File: src/design/assert_macros.svh
// ----------------------------------------------------------------------------
// assert_macros.svh
// Shared concurrent assertion macros, clocked on i_clk with reset i_rst_n.
// ----------------------------------------------------------------------------
`ifndef ASSERT_MACROS_SVH
`define ASSERT_MACROS_SVH

// Same-cycle implication, disabled while in reset
`define ASSERT_IMP(label, ante, cons, msg) \
    label: assert property (@(posedge i_clk) disable iff (!i_rst_n) \
        (ante) |-> (cons)) else $error(msg);

// Next-cycle implication, disabled while in reset
`define ASSERT_NXT(label, ante, cons, msg) \
    label: assert property (@(posedge i_clk) disable iff (!i_rst_n) \
        (ante) |=> (cons)) else $error(msg);

`endif

File: src/design/lbhc_pkg.sv
`timescale 1ns / 1ps
// ----------------------------------------------------------------------------
// lbhc_pkg
// Types, field positions, error codes and expected bytes of the header check.
// ----------------------------------------------------------------------------
package lbhc_pkg;

    // Error codes
    localparam logic [2:0] ERR_NONE      = 3'd0;
    localparam logic [2:0] ERR_MAGIC     = 3'd1;
    localparam logic [2:0] ERR_VERSION   = 3'd2;
    localparam logic [2:0] ERR_DATA      = 3'd3;
    localparam logic [2:0] ERR_SIZE      = 3'd4;
    localparam logic [2:0] ERR_CHECK_INT = 3'd5;
    localparam logic [2:0] ERR_CHECK_NUM = 3'd6;

    // Byte positions inside the header
    localparam logic [5:0] POS_MAGIC_END = 6'd4;
    localparam logic [5:0] POS_VERSION   = 6'd4;
    localparam logic [5:0] POS_FORMAT    = 6'd5;
    localparam logic [5:0] POS_DATA_END  = 6'd12;
    localparam logic [5:0] POS_SIZE_END  = 6'd17;
    localparam logic [5:0] MIN_HDR_LEN   = 6'd18;

    localparam logic [7:0]  VERSION_BYTE = 8'h53;
    localparam logic [63:0] CHECK_INT    = 64'h0000_0000_0000_5678;
    localparam logic [63:0] CHECK_NUM    = 64'h4077_2800_0000_0000;  // 370.5
    localparam logic [3:0]  NUM_SIZE     = 4'd8;

    typedef logic [3:0] t_width;

    typedef struct packed {
        logic [7:0] data_byte;
        logic       start_req;
    } t_item;

    typedef struct packed {
        logic       valid_res;
        logic [2:0] error_code;
        logic       format_warning;
        logic [5:0] header_length;
        t_width     int_width;
        t_width     size_width;
        t_width     instruction_width;
        t_width     lua_int_width;
        t_width     lua_number_width;
        logic       little_endian;
        logic [7:0] upvalue_count;
    } t_result;

    // Expected magic and data bytes; version and format slots are unused
    function automatic logic [7:0] expected_byte(input logic [5:0] pos);
        logic [7:0] e;
        case (pos)
            6'd0:    e = 8'h1B;
            6'd1:    e = 8'h4C;
            6'd2:    e = 8'h75;
            6'd3:    e = 8'h61;
            6'd6:    e = 8'h19;
            6'd7:    e = 8'h93;
            6'd8:    e = 8'h0D;
            6'd9:    e = 8'h0A;
            6'd10:   e = 8'h1A;
            6'd11:   e = 8'h0A;
            default: e = 8'h00;
        endcase
        return e;
    endfunction

    // Full 8-byte swap
    function automatic logic [63:0] byteswap64(input logic [63:0] v);
        logic [63:0] r;
        for (int i = 0; i < 8; i++) begin
            r[8*i +: 8] = v[8*(7-i) +: 8];
        end
        return r;
    endfunction

endpackage

File: src/design/lbhc_in_stage.sv
`timescale 1ns / 1ps
// ----------------------------------------------------------------------------
// lbhc_in_stage
// Input register: holds one accepted byte until the parser consumes it.
// ----------------------------------------------------------------------------
module lbhc_in_stage (
    input  logic          i_clk,
    input  logic          i_rst_n,
    input  logic          i_valid,
    output logic          o_ready,
    input  lbhc_pkg::t_item i_item,
    input  logic          i_advance,
    output logic          o_valid,
    output lbhc_pkg::t_item o_item
);
    import lbhc_pkg::*;

    logic  r_valid;
    t_item r_item;

    // Free when empty or when the held byte moves on this cycle
    assign o_ready = !r_valid || i_advance;
    assign o_valid = r_valid;
    assign o_item  = r_item;

    // Valid flag
    always_ff @(posedge i_clk) begin
        if (!i_rst_n) begin
            r_valid <= 1'b0;
        end else if (o_ready) begin
            r_valid <= i_valid;
        end
    end

    // Payload
    always_ff @(posedge i_clk) begin
        if (i_valid && o_ready) begin
            r_item <= i_item;
        end
    end

endmodule

File: src/design/lbhc_parser.sv
`timescale 1ns / 1ps
// ----------------------------------------------------------------------------
// lbhc_parser
// Header state and the per-byte check; produces at most one result per byte.
// ----------------------------------------------------------------------------
module lbhc_parser (
    input  logic              i_clk,
    input  logic              i_rst_n,
    input  logic              i_en,
    input  lbhc_pkg::t_item   i_item,
    output logic              o_emit,
    output lbhc_pkg::t_result o_res
);
    import lbhc_pkg::*;

    logic [5:0]  r_pos;
    logic        r_active;
    t_width      r_sizes [5];
    logic [63:0] r_acc;
    logic        r_endian;
    logic        r_warn;

    logic [5:0]  n_pos;
    logic        n_active;
    t_width      n_sizes [5];
    logic [63:0] n_acc;
    logic        n_endian;
    logic        n_warn;

    // State as seen by this byte (after a possible restart)
    logic [5:0]  cur_pos;
    logic        cur_active;
    t_width      cur_sizes [5];
    logic [63:0] cur_acc;
    logic        cur_endian;
    logic        cur_warn;

    logic [7:0]  b;
    logic [63:0] acc_shift;
    logic [63:0] swapped;
    logic [63:0] rev_li;
    logic [63:0] num_val;
    logic [5:0]  ci_end;
    logic [5:0]  cn_end;
    logic [2:0]  size_idx;
    logic        fin;
    logic [2:0]  err;
    logic [5:0]  len;
    logic [7:0]  upv;

    assign b = i_item.data_byte;

    // Restart view of the state
    always_comb begin
        if (i_item.start_req) begin
            cur_active = 1'b1;
            cur_pos    = '0;
            cur_acc    = '0;
            cur_endian = 1'b0;
            cur_warn   = 1'b0;
            for (int i = 0; i < 5; i++) begin
                cur_sizes[i] = '0;
            end
        end else begin
            cur_active = r_active;
            cur_pos    = r_pos;
            cur_acc    = r_acc;
            cur_endian = r_endian;
            cur_warn   = r_warn;
            cur_sizes  = r_sizes;
        end
    end

    // Field assembly helpers
    assign acc_shift = {cur_acc[55:0], b};
    assign swapped   = byteswap64(acc_shift);
    assign ci_end    = POS_SIZE_END + {2'b00, cur_sizes[3]};
    assign cn_end    = ci_end + {2'b00, cur_sizes[4]};
    assign size_idx  = cur_pos[2:0] - 3'd4;
    assign num_val   = cur_endian ? swapped : acc_shift;

    // Little-endian reading of the check integer over its declared width
    always_comb begin
        case (cur_sizes[3])
            4'd2:    rev_li = {48'h0, swapped[63:48]};
            4'd4:    rev_li = {32'h0, swapped[63:32]};
            default: rev_li = swapped;
        endcase
    end

    // Per-byte check
    always_comb begin
        n_active = cur_active;
        n_pos    = cur_pos;
        n_sizes  = cur_sizes;
        n_acc    = cur_acc;
        n_endian = cur_endian;
        n_warn   = cur_warn;
        fin      = 1'b0;
        err      = ERR_NONE;
        len      = '0;
        upv      = '0;
        if (cur_active) begin
            n_pos = cur_pos + 6'd1;
            if (cur_pos < POS_MAGIC_END) begin
                if (b != expected_byte(cur_pos)) begin
                    fin = 1'b1;
                    err = ERR_MAGIC;
                end
            end else if (cur_pos == POS_VERSION) begin
                if (b != VERSION_BYTE) begin
                    fin = 1'b1;
                    err = ERR_VERSION;
                end
            end else if (cur_pos == POS_FORMAT) begin
                n_warn = (b != 8'h00);
            end else if (cur_pos < POS_DATA_END) begin
                if (b != expected_byte(cur_pos)) begin
                    fin = 1'b1;
                    err = ERR_DATA;
                end
            end else if (cur_pos < POS_SIZE_END) begin
                if (b == 8'd2 || b == 8'd4 || b == 8'd8) begin
                    n_sizes[size_idx] = b[3:0];
                    n_acc             = '0;
                end else begin
                    fin = 1'b1;
                    err = ERR_SIZE;
                end
            end else if (cur_pos < ci_end) begin
                n_acc = acc_shift;
                if (cur_pos == ci_end - 6'd1) begin
                    n_acc = '0;
                    if (acc_shift != CHECK_INT) begin
                        if (rev_li == CHECK_INT) begin
                            n_endian = 1'b1;
                        end else begin
                            fin = 1'b1;
                            err = ERR_CHECK_INT;
                        end
                    end
                end
            end else if (cur_pos < cn_end) begin
                n_acc = acc_shift;
                if (cur_pos == cn_end - 6'd1) begin
                    n_acc = '0;
                    if (cur_sizes[4] != NUM_SIZE || num_val != CHECK_NUM) begin
                        fin = 1'b1;
                        err = ERR_CHECK_NUM;
                    end
                end
            end else begin
                // Upvalues byte closes a good header
                fin = 1'b1;
                len = cur_pos + 6'd1;
                upv = b;
            end
            if (fin) begin
                n_active = 1'b0;
            end
        end
    end

    // Result
    assign o_emit = fin;
    always_comb begin
        o_res.valid_res         = (err == ERR_NONE);
        o_res.error_code        = err;
        o_res.format_warning    = cur_warn;
        o_res.header_length     = len;
        o_res.int_width         = cur_sizes[0];
        o_res.size_width        = cur_sizes[1];
        o_res.instruction_width = cur_sizes[2];
        o_res.lua_int_width     = cur_sizes[3];
        o_res.lua_number_width  = cur_sizes[4];
        o_res.little_endian     = cur_endian;
        o_res.upvalue_count     = upv;
    end

    // State registers
    always_ff @(posedge i_clk) begin
        if (!i_rst_n) begin
            r_active <= 1'b0;
            r_pos    <= '0;
            r_acc    <= '0;
            r_endian <= 1'b0;
            r_warn   <= 1'b0;
            for (int i = 0; i < 5; i++) begin
                r_sizes[i] <= '0;
            end
        end else if (i_en) begin
            r_active <= n_active;
            r_pos    <= n_pos;
            r_acc    <= n_acc;
            r_endian <= n_endian;
            r_warn   <= n_warn;
            r_sizes  <= n_sizes;
        end
    end

endmodule

File: src/design/lua53_bytecode_header_check.sv
`timescale 1ns / 1ps
`include "assert_macros.svh"
// ----------------------------------------------------------------------------
// lua53_bytecode_header_check
// Streaming checker for a Lua 5.3 bytecode header, one byte per transfer.
// ----------------------------------------------------------------------------
// Feed the header one byte per transfer, with start_req set on its first
// byte; start_req also abandons any header in progress. The block takes one
// byte every cycle and answers, through its input and result registers, after
// the byte that decides the header: one result on the first failing byte, or
// after the upvalues byte when every check passes, and nothing for the other
// bytes or for bytes that arrive while no header is open. Throughput is one
// byte per cycle, set by the input register feeding the single-pass check into
// the result register; it drops only while a result waits on i_out_ready.
module lua53_bytecode_header_check (
    input  logic       i_clk,
    input  logic       i_rst_n,
    // Byte stream
    input  logic       i_in_valid,
    output logic       o_in_ready,
    input  logic [7:0] i_data_byte,
    input  logic       i_start_req,
    // Result
    output logic       o_out_valid,
    input  logic       i_out_ready,
    output logic       o_valid_res,
    output logic [2:0] o_error_code,
    output logic       o_format_warning,
    output logic [5:0] o_header_length,
    output logic [3:0] o_int_width,
    output logic [3:0] o_size_width,
    output logic [3:0] o_instruction_width,
    output logic [3:0] o_lua_int_width,
    output logic [3:0] o_lua_number_width,
    output logic       o_little_endian,
    output logic [7:0] o_upvalue_count
);
    import lbhc_pkg::*;

    t_item   in_item;
    t_item   st_item;
    logic    st_valid;
    logic    advance;
    logic    emit;
    t_result res;

    logic    r_out_valid;
    t_result r_out;

    assign in_item.data_byte = i_data_byte;
    assign in_item.start_req = i_start_req;

    // Held byte moves on once the result slot is free or draining
    assign advance = st_valid && (!r_out_valid || i_out_ready);

    lbhc_in_stage u_in_stage (
        .i_clk     (i_clk),
        .i_rst_n   (i_rst_n),
        .i_valid   (i_in_valid),
        .o_ready   (o_in_ready),
        .i_item    (in_item),
        .i_advance (advance),
        .o_valid   (st_valid),
        .o_item    (st_item)
    );

    lbhc_parser u_parser (
        .i_clk   (i_clk),
        .i_rst_n (i_rst_n),
        .i_en    (advance),
        .i_item  (st_item),
        .o_emit  (emit),
        .o_res   (res)
    );

    // Result register valid
    always_ff @(posedge i_clk) begin
        if (!i_rst_n) begin
            r_out_valid <= 1'b0;
        end else if (advance) begin
            r_out_valid <= emit;
        end else if (i_out_ready) begin
            r_out_valid <= 1'b0;
        end
    end

    // Result register payload
    always_ff @(posedge i_clk) begin
        if (advance && emit) begin
            r_out <= res;
        end
    end

    assign o_out_valid         = r_out_valid;
    assign o_valid_res         = r_out.valid_res;
    assign o_error_code        = r_out.error_code;
    assign o_format_warning    = r_out.format_warning;
    assign o_header_length     = r_out.header_length;
    assign o_int_width         = r_out.int_width;
    assign o_size_width        = r_out.size_width;
    assign o_instruction_width = r_out.instruction_width;
    assign o_lua_int_width     = r_out.lua_int_width;
    assign o_lua_number_width  = r_out.lua_number_width;
    assign o_little_endian     = r_out.little_endian;
    assign o_upvalue_count     = r_out.upvalue_count;

    // Checks
    `ASSERT_IMP(a_pass_shape, o_out_valid && o_valid_res,
        o_error_code == ERR_NONE && o_header_length >= MIN_HDR_LEN,
        "passing result without length or with an error code")
    `ASSERT_IMP(a_fail_shape, o_out_valid && !o_valid_res,
        o_header_length == 6'd0 && o_upvalue_count == 8'd0,
        "failing result carries length or upvalues")
    `ASSERT_IMP(a_le_needs_int, o_out_valid && o_little_endian,
        o_lua_int_width != 4'd0 && o_error_code != ERR_CHECK_INT,
        "little-endian flag without a matched check integer")
    `ASSERT_NXT(a_out_hold, o_out_valid && !i_out_ready, o_out_valid,
        "pending result dropped")

endmodule

File: config.mk
export PLATFORM = sky130hd
export DESIGN_NAME = lua53_bytecode_header_check
export DESIGN_NICKNAME = d
export VERILOG_FILES = /design/src/design/lbhc_pkg.sv /design/src/design/lbhc_in_stage.sv /design/src/design/lbhc_parser.sv /design/src/design/lua53_bytecode_header_check.sv
export VERILOG_INCLUDE_DIRS = /design/src /design/src/design
export SDC_FILE = /design/constraint.sdc
export NUM_CORES = 1
export LEC_CHECK = 0
export ABC_AREA = 1
export BUFFER_PORTS_ARGS = -buffer_cell sky130_fd_sc_hd__buf_2
export CELL_PAD_IN_SITES_DETAIL_PLACEMENT = 0
export CELL_PAD_IN_SITES_GLOBAL_PLACEMENT = 1
export CORE_MARGIN = 2
export CORE_UTILIZATION = 43
export CTS_CLUSTER_SIZE = 30
export DETAILED_ROUTE_END_ITERATION = 8
export GPL_TIMING_DRIVEN = 0
export PLACE_DENSITY_LB_ADDON = 0.2
export SLEW_MARGIN = 10
export SYNTH_ARGS = -nofsm -noshare
export SYNTH_HDL_FRONTEND = slang
export SYNTH_SLANG_ARGS = --single-unit
export TNS_END_PERCENT = 1
File: constraint.sdc
create_clock -name i_clk -period 5.2 [get_ports i_clk]
set_clock_uncertainty 0.05 [all_clocks]
set_input_delay 0.52 -clock i_clk [delete_from_list [all_inputs] [get_ports i_clk]]
set_output_delay 0.52 -clock i_clk [all_outputs]
set_load 0.05 [all_outputs]
* Yosys cells after proc, flatten, opt, wreduce, memory -nomap -nowiden
Memory sizes are Yosys's and may differ from the RTL's.
Index checks and enable logic that the tools add are counted.
Widths: inputs -> output; s select.
** Storage, ports and cells
- Memory bits (read-only) :: 256
- Register bits :: 144
- Memories :: 2
** Memories
- (no name shown) :: depth 16, width 8, read ports 1, clocked after memory_dff 0, wr ports 0, line lbhc_pkg.sv:54 : case (pos)
- (no name shown) :: depth 16, width 8, read ports 1, clocked after memory_dff 0, wr ports 0, line lbhc_pkg.sv:54
** Operators by class
- $add $sub $neg :: 6
- Mux-type cells :: 92
- Bitwise gates (word level) :: 2
- Reduce and logical (&&, ||, !) cells :: 16
- Magnitude comparators :: 7
- Equality and inequality tests :: 16
** Operators with widths (count)
- $mux 64 :: 13
- $mux 20 :: 8
- $pmux 64 s2 :: 1
- $mux 8 :: 9
- $eq 64x15->1 const B :: 1
- $ne 64x15->1 const B :: 1
- $ne 64x63->1 const B :: 1
- $mux 3 :: 14
- $mux 1 :: 40
- $bwmux 20 :: 1
- $ne 8x8->1 :: 2
- $demux 4 s3 :: 1
- $eq 6x3->1 const B :: 2
- $eq 6x6->1 :: 2
- $lt 6x6->1 :: 2
- $mux 6 :: 2
- $sub 6x1->6 const B :: 2
- $eq 8x2->1 const B :: 1
- $eq 8x3->1 const B :: 1
- $eq 8x4->1 const B :: 1
- $ne 8x7->1 const B :: 1
- $reduce_bool 8->1 :: 1
- $reduce_or 8->1 :: 1
- $add 5x4->6 const A :: 1
- other kinds (21) :: 30

* Depth between registers and ports, before layout
Gate-level depths: netlist of the first run.
- Depth in word-level cells :: 17
- Depth in mapped cells :: 29
- Gate-level depth less buffers :: 29

* By module
Synthesis of the first run repeated with hierarchy kept, for this count alone.
** Second synthesis, totals
- Cells, all modules :: 1515
- Area total of the unflattened synthesis :: 9934.5 µm²
** Modules (own cells, without submodules)
- lbhc_parser :: instances 1, sequential area each 1701.6 µm², area each 8346.8 µm², cells an instance 1448
- lua53_bytecode_header_check :: instances 1, sequential area each 1221.2 µm², area each 1266.2 µm², cells an instance 51
- lbhc_in_stage :: instances 1, sequential area each 290.3 µm², area each 321.6 µm², cells an instance 16

* Least setup slack after synthesis of the first run
No wires, ideal clock.
- Kind :: reg2reg
- Start :: register u_in_stage.r_item (netlist bit u_in_stage.o_item[0])
- End :: register r_out (netlist bit o_error_code[0]), enable pin
- Cell stages (with the launch flop) :: 28
- Slack :: 399 ps
- Arrival :: 4313 ps
- Data required time :: 4712 ps
- Clock period less this slack :: 4801 ps
- Cell sequence :: edfxtp_1 -> inv_2 -> buf_6 -> buf_2 -> buf_1 -> buf_1 -> nand2_1 -> inv_1 -> ha_1 -> a21oi_1 -> nand3_1 -> nand2_1 -> inv_1 -> ha_1 -> nand2_1 -> inv_1 -> o21ai_0 -> nand2_1 -> a41oi_1 -> nand2_1 -> nand2_1 -> nand2_1 -> nand2_1 -> nand2_1 -> nand2_1 -> nand2_1 -> nand3_1 -> inv_1
** RTL lines
- start: declaration :: line lbhc_in_stage.sv:19 : t_item r_item;
- start signal: assignment :: line lbhc_in_stage.sv:38 : r_item <= i_item;
- end signal: assignment :: line lua53_bytecode_header_check.sv:90 : r_out <= res;
- end: declaration :: line lua53_bytecode_header_check.sv:48 : t_result r_out;

==> out/qor.csv, run 1 <==
metric;value;unit
clk_lat worst skew;0.45;ns
predominant post-synthesis flop cell;dfxtp_1;
cells after synthesis;1482;
status;completed;
Pre-antenna DRT Iters;6;
# rows;54;
initial core utilization;43.8;%
Final WS setup;0.365;ns
Seq cells post-synth;136;
final WL;39.2;mm
Vias;10600;
CTS tree;done;
CTS clock-pin slew for the worst setup and hold paths;0.08;ns
Sink Count;136;
ANT nets after route;0;
most frequent cells in the layout;452 x nand2_1, 165 x a21oi_1, 151 x inv_1;
commonest non-fill, non-tap cell in the layout;nand2_1;
P_leak;0.00468;uW
startpoint types;flip-flop;
Chip Width;153;um
Crit. End Element;flip-flop;
Critical Path RT;5.34;ns
yosys warns;0;
utilization after layout;49.7;%
HPWL Detailed;29.6;mm
number of I/O port buffers;54;
slew margin rel.;34.3;%
EDFF count, synth;49;
Max Clock Freq;0.207;GHz
Top Ports;55;
post-layout instance area;10800;um2
Netlist cell types;48;
mean number of vias per cell;5.75;
first-pass GRT wire length;60.0;mm
Fillers;2329;
# H-tree levels;4;
largest net degree at the start of global routing;41;
Tightest Pin Transition;0.981;ns
syn avg cell area;6.42;um2
synthesized cell area;9520;um2
final non-filler cell total;1845;
Setup Slack @ Placement;-1.08;ns
initial antenna violation count;0;
setup bufs post-CTS;0;
R2R cell count;22;
Tcrit/Tclk final;93.0;%
Synth Net Count;1519;
DRT iter0 DRCs;1342;
nets;1589;
Seq/Total Area, Yosys;33.7;%
max-cap viol count;0;
drt wl/cell;21.2;um
TritonCTS Buffers;17;
Final min period;4.83;ns
Tightest Hold Check Type;primary input to flip-flop;
Hold Path Depth;1;
GP Congestion;1.05;
CP Class;flip-flop to flip-flop;
WP data arrival;4.97;ns
Die ar.;23300;um2
DRC;0;
number of global-route vias before repair;9932;
Placeable Area;21800;um2
GRT Total Usage;33.5;%
Die Y-Extent;153;um
Area Overhead vs Synth;13.5;%
RSZ-0062 raised after global routing;false;
# diodes;0;
Tot Pwr;3040;uW
layout cells sized above 1;10.4;%
PD cells;281;nW/um2
Peak VDD IR;201;uV
placed insts;1816;
Overflow after GRT;0;
clock root cell;clkbuf_16;
CTS Buffer Depth;2;
worst-path maximum fanout;28;
asr flop ratio synth;0;%
final slew viol count;0;
Cell Area, Placed;10100;um2
Hold Vio Cnt, Final;0;
final setup violation count;0;
==> metal layers <==
layer  track usage (%)  wire length [um]  vias up
met3              6.20              4100       86
met4              12.4              1360        0
met5                 0                 0        -
met2              49.7             16400      538
met1              48.6             17300     4938
li1                  -                 -     5054
==> kinds of logic after synthesis <==
group	count (synthesis)	synth area share, %
simple gates	732	32.5
flops	136	33.7
compound gates	345	19.5
fa+ha+maj	24	3.23
xor+xnor	9	0.828
buf+inv	236	10.2
==> layout make-up <==
class / count / area, um2 / share of cell area, %
plain buffers: 66 / 342 / 3.16
clock buffers: 17 / 425 / 3.94
clock inverters: 15 / 200 / 1.85
inverters: 167 / 642 / 5.94
multi-input cells: 1110 / 5360 / 49.6
flip-flops and latches: 136 / 3210 / 29.7
well taps: 280 / 350 / 3.24
repair buffers: 54 / 270 / 2.50
==> path summary, 6_finish.rpt <==
kind | start | to | slack (ns)
max | u_in_stage.o_item[0] | o_upvalue_count[4] | 0.37
min | i_data_byte[2] | u_in_stage.o_item[3] | 0.19
max reg2reg | u_in_stage.o_item[0] | o_upvalue_count[4] | 0.37
min reg2reg | u_parser.r_sizes[16] | u_parser.r_sizes[16] | 0.42
==> registers in the layout, indices dropped and copies added, names as in the netlist, 3 cells and up <==
register / count
o_lua_int_width: 4
o_size_width: 4
o_error_code: 3
u_parser.r_pos: 6
o_lua_number_width: 4
u_parser.r_acc: 56
o_header_length: 6
u_parser.r_sizes: 20
o_upvalue_count: 8
o_instruction_width: 4
o_int_width: 4
u_in_stage.o_item: 9
==> through the flow <==
step           TNS [ns]  hold WS, ns
2_1_floorplan         0        0.387
3_3_place_gp    -105.47        0.401
3_5_place_dp     -90.41        0.404
4_1_cts               0        0.193
5_1_grt               0        0.199
6_report              0        0.193
==> repair_timing <==
| item | CTS | global route |
|---|---|---|
| endpoints found under the setup margin | 115 | 50 |
| hold buffers | 0 | 0 |
| hold endpoints to repair | 0 | 0 |
| pin swaps | 0 | 0 |
| resized for setup | 3 | 11 |
==> report_power, final <==
| part | internal (uW) | leakage (uW) | total [uW] | switching [uW] |
|---|---|---|---|---|
| Sequential | 1140 | 0.00116 | 1180 | 34.5 |
| Combinational | 133 | 0.00321 | 517 | 384 |
| Clock | 738 | 0.000304 | 1350 | 607 |
==> worst max-delay path: stages (launching register included) <==
cell	delay, ns
edfxtp_1	0.47
inv_4	0.19
buf_12	0.23
buf_2	0.27
nand2_1	0.14
inv_1	0.16
ha_1	0.33
a21oi_1	0.17
nand3_1	0.18
nand2_1	0.16
inv_1	0.07
ha_1	0.34
nand2_1	0.08
inv_1	0.03
o21ai_0	0.13
nand2_1	0.11
a41oi_4	0.33
nor2_2	0.08
buf_4	0.19
buf_2	0.22
nand2_1	0.26
buf_2	0.27
nor2_1	0.07
==> cells in the mapped netlist (10+ instances only) <==
cell type | count | share of area [%]
nand3_1 | 102 | 5.4
nor2_1 | 118 | 4.7
nand2_1 | 452 | 18
o21ai_1 | 37 | 1.9
o21ai_0 | 82 | 4.3
nor3_1 | 15 | 0.79
inv_1 | 152 | 6.0
a21oi_1 | 165 | 8.7
clkbuf_1 | 35 | 1.4
o211ai_1 | 10 | 0.79
o22ai_1 | 21 | 1.4
buf_2 | 15 | 0.79
nand4_1 | 10 | 0.66
dfxtp_1 | 87 | 18
inv_2 | 15 | 0.59
a31oi_1 | 16 | 1.1
ha_1 | 23 | 3.0
edfxtp_1 | 49 | 15
No activity file was read; power rests on OpenSTA's default activity.
==> run 2, diff against run 1 <==
SETUP_SLACK_MARGIN = 0.4   (was unset)
==> run 2 against run 1 <==
Compared with the run above: flip-flop and latch count unchanged; highest routed layer unchanged; critical path depth up 6; register-to-register slack better by 0.30 ns; setup slack better by 0.30 ns; non-clock buffer count up 14; critical endpoint is now o_lua_number_width[2].
==> out/qor.csv, run 2 (synthesized netlist as in run 1, its figures left out) <==
metric;value;unit;change
initial antenna violation count;0;;unchanged
layout cells sized above 1;11.9;%;+1.5 points
placed insts;1816;;unchanged
Worst Setup EP;o_lua_number_width[2];;
P_leak;0.00471;uW;+0.74%
Sink Count;136;;unchanged
hold_ws;0.208;ns;+0.0143 ns
largest net degree at the start of global routing;17;;-59%
max FFs per register;56;;unchanged
Vias;10700;;+0.37%
Area Overhead vs Synth;14.8;%;
Pre-antenna DRT Iters;8;;+2
DRC;0;;unchanged
first-pass GRT wire length;59.5;mm;-0.92%
number of global-route vias before repair;10000;;+0.94%
PD cells;266;nW/um2;-5.3%
Max Clock Freq;0.220;GHz;+6.6%
Peak VDD IR;213;uV;+5.8%
GP Congestion;0.983;;-6.7%
TritonCTS Buffers;17;;unchanged
CP Class;flip-flop to flip-flop;;
crit-path most repeated cell;nand2_1;;
Tightest Hold Check Type;primary input to flip-flop;;
slew margin rel.;41.0;%;+6.7 points
Fillers;2315;;-0.60%
R2R Path End;o_lua_number_width[2];;
nets;1606;;+1.1%
initial core utilization;43.8;%;unchanged
ANT nets after route;0;;unchanged
Tightest Pin Transition;0.881;ns;-0.100 ns
max-cap viol count;0;;unchanged
worst-path maximum fanout;10;;-64%
final WL;39.5;mm;+0.70%
flop2flop setup slack;0.66;ns;+0.30 ns
Crit Reg-Reg Startpoint;u_in_stage.o_item[0];;
Crit. End Element;flip-flop;;
Overflow after GRT;0;;unchanged
slowest stage cell, crit path;edfxtp_1;;
Top Ports;55;;unchanged
final setup violation count;0;;unchanged
number of I/O port buffers;54;;unchanged
DRT iter0 DRCs;1142;;-15%
R2R cell count;28;;+27%
hold buffers post-CTS;0;;unchanged
# H-tree levels;4;;unchanged
CTS clock-pin slew for the worst setup and hold paths;0.07;ns;about the same
mean number of vias per cell;5.72;;-0.60%
Hold Vio Cnt, Final;0;;unchanged
RSZ-0062 raised after global routing;false;;
clk_lat worst skew;0.44;ns;about the same
WP data arrival;4.67;ns;-0.30 ns
Biggest register;u_parser.r_acc;;
Final min period;4.54;ns;-0.300 ns
Chip Width;153;um;unchanged
Tcrit/Tclk final;87.2;%;-5.8 points
GRT Total Usage;33.3;%;-0.22 points
HPWL Detailed;29.5;mm;-0.13%
CTS Buffer Depth;2;;unchanged
max incr delay on CP;0.44;ns;-0.03 ns
critical path startpoint;u_in_stage.o_item[0];;
commonest non-fill, non-tap cell in the layout;nand2_1;;
final slew viol count;0;;unchanged
clock root cell;clkbuf_16;;
startpoint types;flip-flop;;
Die ar.;23300;um2;unchanged
CTS tree;done;;
# rows;54;;unchanged
most frequent cells in the layout;449 x nand2_1, 164 x a21oi_1, 151 x inv_1;;
drt wl/cell;21.2;um;-0.27%
Critical Path RT;5.34;ns;about the same
status;completed;;
Placeable Area;21800;um2;unchanged
Die Y-Extent;153;um;unchanged
final non-filler cell total;1863;;+0.98%
==> run 2: repair_timing <==
action / 4_1_cts / 5_1_grt
setup endpoints to repair: 115 / 100
hold endpoints to repair: 0 / 0
pin swaps: 0 / 1
gates cloned: 3 / 0
resized for setup: 17 / 17
setup buffers: 10 / 1
==> run 2: power by group <==
part / leakage [uW] / switching, uW / internal, uW
combinational: 0.00328 / 387 / 142
sequential: 0.00116 / 35.4 / 1140
clock: 0.000270 / 573 / 631
==> run 2: layout make-up <==
class,instances,area [um2],area share [%]
antenna,1,2.50,0.0229
sequential,136,3210,29.4
buffer,69,384,3.51
clock inverter,15,131,1.20
clock buffer,17,425,3.89
multi-input combinational,1110,5420,49.6
tap,280,350,3.20
inverter,167,633,5.79
timing repair buffer,65,353,3.23
timing repair inverter,3,22.5,0.206
==> run 2: metrics by stage <==
stage | TNS [ns] | setup slack [ns] | total power [uW] | cell area, um2 | util (%)
global placement | -91.10 | -1.44 | 1700 | 10200 | 46.7
finish | 0 | 0.665 | 2910 | 10900 | 50.3
floorplan | 0 | 0.413 | 1530 | 9530 | -
global route | 0 | 0.396 | 3000 | 10900 | 50.2
detailed placement | -96.36 | -1.54 | 1700 | 10200 | 46.7
CTS | 0 | 0.479 | 2900 | 10900 | 49.9
==> run 2: layer usage <==
| metal | global-route usage [%] | vias to the layer above | part of all wire (%) |
|---|---|---|---|
| li1 | - | 5073 | - |
| met1 | 44.0 | 4942 | 42 |
| met2 | 52.7 | 525 | 44 |
| met3 | 6.11 | 115 | 8.8 |
| met4 | 16.1 | 0 | 5.0 |
| met5 | 0 | - | 0 |
==> run 2: worst min-delay path by stage <==
stage / from / end / cells past startpoint
3_5_place_dp: u_parser.r_sizes[10] / u_parser.r_sizes[10] / 2
3_3_place_gp: u_parser.r_acc[18] / u_parser.r_acc[18] / 2
5_1_grt: i_data_byte[2] / u_in_stage.o_item[3] / 1
4_1_cts: i_data_byte[2] / u_in_stage.o_item[3] / 1
2_1_floorplan: u_parser.r_sizes[16] / u_parser.r_sizes[16] / 2
6_report: i_data_byte[2] / u_in_stage.o_item[3] / 1
==> run 2: worst max-delay path, delay by kind of cell, from the launching register on <==
kind,cells,cell delay [ns]
adders and majority gates,2,0.66
buffers and inverters,10,1.33
AOI/OAI and AO/OA,3,0.54
DFF,1,0.44
and+or+nand+nor,13,1.25
